--- src/rtl/lzmd_pkg.sv ---
package lzmd_pkg;

    // window positions are tracked on 16 bits, enough for the widest mask
    localparam int POS_W = 16;
    // copy length counter width, covers the largest allowed run of 64
    localparam int LEN_W = 7;
    localparam int WL_W  = 4;

    typedef enum logic [1:0]
    {
        CMD_NONE,
        CMD_LIT,
        CMD_COPY,
        CMD_ERR
    } cmd_kind_t;

    typedef struct packed
    {
        cmd_kind_t          kind;
        logic [7:0]         lit;
        logic [LEN_W-1:0]   len;
        logic [POS_W-1:0]   distance;
    } cmd_t;

    function automatic logic [POS_W-1:0] slot_mask(input logic [WL_W-1:0] wl);
        return (POS_W'(1) << wl) - POS_W'(1);
    endfunction

endpackage

--- src/rtl/lzmd_token_parser.sv ---
module lzmd_token_parser #(
    parameter int MAX_RUN = 64
) (
    input  logic           clk,
    input  logic           rst_n,
    input  logic           accept,
    input  logic [7:0]     byte_in,
    input  logic           last_byte,
    output lzmd_pkg::cmd_t cmd
);

    typedef enum logic [2:0]
    {
        PH_MARKER,
        PH_SYMBOL,
        PH_AFTER,
        PH_LENGTH,
        PH_OFFSET
    } phase_t;

    phase_t                       phase_reg, phase_next;
    logic [7:0]                   marker_reg, marker_next;
    logic [31:0]                  len_reg, len_next;
    logic [lzmd_pkg::POS_W-1:0]   off_reg, off_next;
    logic [lzmd_pkg::POS_W-1:0]   off_shift;

    // only the low bits of the offset ever reach the window index
    assign off_shift = {off_reg[lzmd_pkg::POS_W-8:0], byte_in[6:0]};

    always_comb
    begin
        phase_next  = phase_reg;
        marker_next = marker_reg;
        len_next    = len_reg;
        off_next    = off_reg;
        cmd         = '0;
        cmd.kind    = lzmd_pkg::CMD_NONE;
        unique case (phase_reg)
            PH_MARKER:
            begin
                marker_next = byte_in;
                phase_next  = PH_SYMBOL;
            end
            PH_SYMBOL:
            begin
                if (byte_in == marker_reg)
                begin
                    phase_next = PH_AFTER;
                end
                else
                begin
                    cmd.kind = lzmd_pkg::CMD_LIT;
                    cmd.lit  = byte_in;
                end
            end
            PH_AFTER:
            begin
                if (byte_in == 8'd0)
                begin
                    cmd.kind   = lzmd_pkg::CMD_LIT;
                    cmd.lit    = marker_reg;
                    phase_next = PH_SYMBOL;
                end
                else
                begin
                    len_next   = {25'd0, byte_in[6:0]};
                    off_next   = '0;
                    phase_next = byte_in[7] ? PH_LENGTH : PH_OFFSET;
                end
            end
            PH_LENGTH:
            begin
                len_next = {len_reg[24:0], byte_in[6:0]};
                if (!byte_in[7])
                begin
                    off_next   = '0;
                    phase_next = PH_OFFSET;
                end
            end
            PH_OFFSET:
            begin
                off_next = off_shift;
                if (!byte_in[7])
                begin
                    if (len_reg > 32'(MAX_RUN))
                    begin
                        cmd.kind = lzmd_pkg::CMD_ERR;
                    end
                    else if (len_reg != 32'd0)
                    begin
                        cmd.kind     = lzmd_pkg::CMD_COPY;
                        cmd.len      = len_reg[lzmd_pkg::LEN_W-1:0];
                        cmd.distance = off_shift;
                    end
                    phase_next = PH_SYMBOL;
                end
            end
            default:
            begin
                phase_next = PH_MARKER;
            end
        endcase
        if (last_byte)
        begin
            phase_next = PH_MARKER;
        end
    end

    always_ff @(posedge clk or negedge rst_n)
    begin
        if (!rst_n)
        begin
            phase_reg  <= PH_MARKER;
            marker_reg <= 8'd0;
            len_reg    <= 32'd0;
            off_reg    <= '0;
        end
        else if (accept)
        begin
            phase_reg  <= phase_next;
            marker_reg <= marker_next;
            len_reg    <= len_next;
            off_reg    <= off_next;
        end
    end

endmodule

--- config.mk ---
export PLATFORM = sky130hd
export DESIGN_NAME = lzmd_token_parser
export DESIGN_NICKNAME = d
export VERILOG_FILES = /design/src/rtl/lzmd_pkg.sv /design/src/rtl/lzmd_token_parser.sv
export SDC_FILE = /design/constraint.sdc
export NUM_CORES = 1
export LEC_CHECK = 0
export BUFFER_PORTS_ARGS = -buffer_cell sky130_fd_sc_hd__buf_2
export CAP_MARGIN = 20
export CORE_MARGIN = 2
export CORE_UTILIZATION = 25
export CTS_BUF_LIST = sky130_fd_sc_hd__clkbuf_4
export CTS_CLUSTER_SIZE = 28
export DETAILED_ROUTE_END_ITERATION = 8
export PLACE_DENSITY_LB_ADDON = 0.08
export SETUP_SLACK_MARGIN = 0.3
export SKIP_LAST_GASP = 1
export SLEW_MARGIN = 20
export SYNTH_ARGS = -nofsm -noshare
export SYNTH_HDL_FRONTEND = slang
export SYNTH_SLANG_ARGS = --single-unit
--- constraint.sdc ---
create_clock -name clk -period 2.7 [get_ports clk]
set_clock_uncertainty 0.2 [all_clocks]
set_input_delay 0 -clock clk [delete_from_list [all_inputs] [get_ports clk]]
set_output_delay 0 -clock clk [all_outputs]
set_load 0.02 [all_outputs]
Yosys cells after proc, flatten, opt, wreduce, memory -nomap -nowiden
Index checks and enable logic that the tools add are counted.

storage, ports and cells
  flip-flop bits (word level) = 52
  input port bits = 12
  output and inout bits = 33
  logic and storage cells = 47

cells by class
  magnitude comparators = 1
  equal/unequal tests = 10
  mux-type cells = 23
  reduce and logical (&&, ||, !) cells = 9

operators by type and width
  operator               number
  $mux W23               4
  $pmux W32 S2           1
  $mux W9                4
  $gt A32 B7 Y1 const B  1
  $mux W32               1
  $reduce_bool A32 Y1    1
  $pmux W9 S3            1
  $mux W3                6
  $pmux W8 S2            1
  $pmux W3 S5            1
  $ne A3 B3 Y1 const B   3
  $eq A8 B8 Y1           1
  $logic_not A8 Y1       1
  $reduce_and A4 Y1      2
  $eq A3 B2 Y1 const B   2
  $mux W2                3
  $pmux W2 S3            1
  $ne A2 B2 Y1 const B   2
  $eq A3 B1 Y1 const B   1
  $eq A3 B3 Y1 const B   1
  $logic_not A3 Y1       1
  $reduce_and A3 Y1      1
  $reduce_bool A3 Y1     1
  $reduce_and A2 Y1      1
  $reduce_bool A2 Y1     1

Logic depth before layout (Yosys ltp)
  depth after elaboration = 5
  mapped depth = 7
  mapped depth without buffers = 4

Worst setup path before layout
No wires, ideal clock.

  path kind = register to output
  from = register len_reg[21]
  to = output cmd[0] in the netlist's numbering
  data arrival time = 1.926 ns
  data required time = 2.500 ns
  path slack = 0.574 ns
  cell stages (with the launch flop) = 6
  buffers on the path = 1
  path through = dfrtp_1 nor4_2 nand4_1 or4_1 buf_6 nor3_1

RTL lines
  element                   RTL line                  RTL
  start: declaration        lzmd_token_parser.sv:23   logic [31:0] len_reg, len_next;
  start signal: assignment  lzmd_token_parser.sv:122  len_reg <= len_next;
  end: declaration          lzmd_token_parser.sv:9    output lzmd_pkg::cmd_t cmd

==> results.sh <==
export IMPL_status="finished clean"
export IMPL_cts_buffer_depth=2
export IMPL_coreArea_um2=10420
export IMPL_rsz0062_at_grt="true"
export IMPL_critPathBufInv=3
export IMPL_comb_power_share_pct=52.4
export IMPL_htreeDepth=2
export IMPL_cts_clk_slew_worst_paths_ns=0.16
export IMPL_cts_root_buf="clkbuf_4"
export IMPL_drt_iter0_drc=80
export IMPL_cp_arrival_ns=2.41
export IMPL_internal_power_mw=2.033
export IMPL_layout_setup_ws_ns=0.09290
export IMPL_maxCapViolCount=0
export IMPL_place_area_um2=3022
export IMPL_nFillCells=1089
export IMPL_final_net_count=307
export IMPL_cts_buffers=5
export IMPL_die_w_um=107.8
export IMPL_critPathKind="register to primary output"
export IMPL_synth_area_per_cell_um2=11.37
export IMPL_grt_pass1_vias=2130
export IMPL_drive_gt1_share_pct=38.51
export IMPL_syn_instance_count=237
export IMPL_synthTopCellsByArea="dfrtp_1 48%, a22o_1 13%, nor3_2 7.4%"
export IMPL_final_hold_viol_count=0
export IMPL_grt_max_degree=53
export IMPL_reg2reg_from="phase_reg[2]"
export IMPL_antenna_found_initial=0
export IMPL_min_path_type="primary input to asynchronous set/reset pin"
export IMPL_synth_seq_cells=52
export IMPL_post_drt_wl_per_cell_um=17.11
export IMPL_yosysTopAreaCell="dfrtp_1"
export IMPL_synth_top_area_share_pct=48.30
export IMPL_cp_required_ns=2.50
export IMPL_drt_total_wl_um=7392
export IMPL_maxSlewViolCount=0
export IMPL_grt_use_total_pct=13.33
export IMPL_area_growth_pct=30.28
export IMPL_grt_pass1_wl_um=11990
export IMPL_crit_path_cell_trace="nor4_2, nand4_1, or4_4, buf_12, buf_16, nor3_2, buf_4"
export IMPL_vdd_drop_max_uv=321.0
export IMPL_multiInputGateArea_um2=1335
export IMPL_cp_max_fo=6
export IMPL_cp_end_kind="primary output"
export IMPL_syn_nets=249
export IMPL_cp_start_kind="register"
export IMPL_critPathLaunch="len_reg[31]"
export IMPL_clk_latency_ns=0.38
export IMPL_dieArea_um2=11620
export IMPL_ys_warn_count=0
export IMPL_place_gp_congestion=0.7007
export IMPL_crit_path_top_delay_cell="or4_4"
export IMPL_overflow=0
export IMPL_largest_register_ffs=32
export IMPL_relSlewSlack_pct=37.65
export IMPL_max_freq_ghz=0.3836
export IMPL_vias_per_cell=4.942
export IMPL_pre_cts_ws_ns=0.3483
export IMPL_cp_top_family="simple AND/OR/NAND/NOR gates"
export IMPL_tightest_slew_ns=0.9353
export IMPL_critPathMaxStageDelay_ns=0.55
export IMPL_io_pins=45
export IMPL_dp_hpwl_um=4681
export IMPL_initial_core_util_pct=25.86
export IMPL_drtAntennaViolNets=0
export IMPL_p_sw_mw=1.387
export IMPL_num_vias=2135
export IMPL_drc=0
export IMPL_power_frac_clock_pct=10.8
export IMPL_post_route_min_period_ns=2.607
export IMPL_rows=37
export IMPL_fp_dieH_um=107.8
export IMPL_sequentialPowerShare_pct=36.7
export IMPL_diodes=0
export IMPL_ys_seq_area_share_pct=48.30
export IMPL_clock_sinks=52
export IMPL_timing_final_crit_share_pct=96.56
export IMPL_seq_area_um2=1301
export IMPL_numPortBuffers=44
export IMPL_setup_violations=0
export IMPL_final_area_um2=3510
export IMPL_post_route_util_pct=33.69
export IMPL_synthDistinctLibCells=39
export IMPL_swShare_pct=40.55
export IMPL_drt_pre_antenna_iters=6
export IMPL_cts_tree="built"
export IMPL_synth_cell_area_um2=2694
export IMPL_leakage_nw=1.602
export IMPL_power_density_nw_per_um2=974.5
==> worst min-delay path, delay by kind of cell <==
kind,cells,cell delay (ns)
buffers and inverters,3,1.16
==> cells in the final DEF (no fill, tap or decap), types with 7 or more instances in the layout <==
master         synthesis  layout
dfrtp_1               52      52
a22o_1                40      40
buf_2                  3      22
buf_4                  1      22
nand2_1               21      21
nor3_2                20      14
mux2_2                13      13
dlygate4sd3_1          0      13
nor4_2                 4      10
inv_1                 10      10
xor2_1                 8       8
nor3_4                 0       7
buf_6                  1       7
==> metal layers <==
metal	share of wire (%)	track usage, %
met5	0	0
met4	0.69	3.297
met3	4.5	3.208
met2	45	19.36
met1	49	19.74
==> power by group through the flow <==
stage / logic (mW) / registers (mW) / clock network, mW
floorplan: 1.07 / 1.17 / 0
global placement: 1.12 / 1.27 / 0
detailed placement: 1.13 / 1.27 / 0
CTS: 1.76 / 1.26 / 0.400
global route: 1.91 / 1.30 / 0.430
finish: 1.79 / 1.26 / 0.371
==> worst paths after layout <==
kind	to	slack [ns]	cells past startpoint
setup / recovery	cmd[10]	0.09	7
hold / removal	len_reg[24]	0.05	3
setup reg to reg	len_reg[16]	0.49	4
hold reg to reg	off_reg[8]	0.32	1
max in group asynchronous	phase_reg[0]	1.78	3
min in group clk	phase_reg[0]	0.06	4
==> metrics by stage <==
| stage | hold slack [ns] | setup TNS (ns) | power [mW] | instances |
|---|---|---|---|---|
| after floorplan | -0.4956 | 0 | 2.234 | 237 |
| after global placement | -0.009914 | 0 | 2.398 | 406 |
| after detailed placement | -0.01800 | 0 | 2.398 | 406 |
| after CTS | 0.01298 | 0 | 3.417 | 431 |
| after global routing | 0.06827 | -0.3178 | 3.636 | 432 |
| final | 0.05221 | 0 | 3.420 | 432 |
==> repair_timing <==
item | CTS | global route
hold endpoints to repair | 77 | 0
buffers inserted | 1 | 1
resized for setup | 42 | 9
setup endpoints to repair | 27 | 32
hold buffers | 13 | 0
pin swaps | 15 | 3
gates cloned | 3 | 0
==> Yosys cell counts <==
master      n
dfrtp_1    52
a22o_1     40
nand2_1    21
nor3_2     20
mux2_2     13
clkbuf_1   11
inv_1      10
xor2_1      8
nor2_1      6
nor4_1      6
nor3_1      5
nor4_2      4
and3_1      3
buf_2       3
nand3_1     3
o21ai_0     3
a22o_2      2
buf_12      2
mux2_1      2
nand2b_1    2
nand3b_1    2
o31ai_1     2
a211o_1     1
a211oi_1    1
a21oi_1     1
a2bb2oi_1   1
a31oi_1     1
a31oi_2     1
and2_1      1
buf_4       1
buf_6       1
mux2i_1     1
nand4_1     1
nor3b_1     1
nor3b_2     1
nor4bb_1    1
o211ai_1    1
o31a_1      1
or4_1       1
==> area by class of cell <==
cell class | instances | area share (%)
clock buffer | 5 | 1.070
tap | 136 | 4.848
clock inverter | 3 | 0.6061
sequential | 52 | 37.08
inverter | 10 | 1.070
timing repair buffer | 69 | 17.29
multi-input combinational | 157 | 38.04
==> cells by family after synthesis <==
group                     synth area share [%]
muxes                                    6.642
and+or+nand+nor                          19.51
AOI/OAI and AO/OA                        17.28
DFF                                      48.30
buffers and inverters                    5.667
xor gates and xnor gates                 2.601
Note: power is estimated with default switching activity, not from simulation.
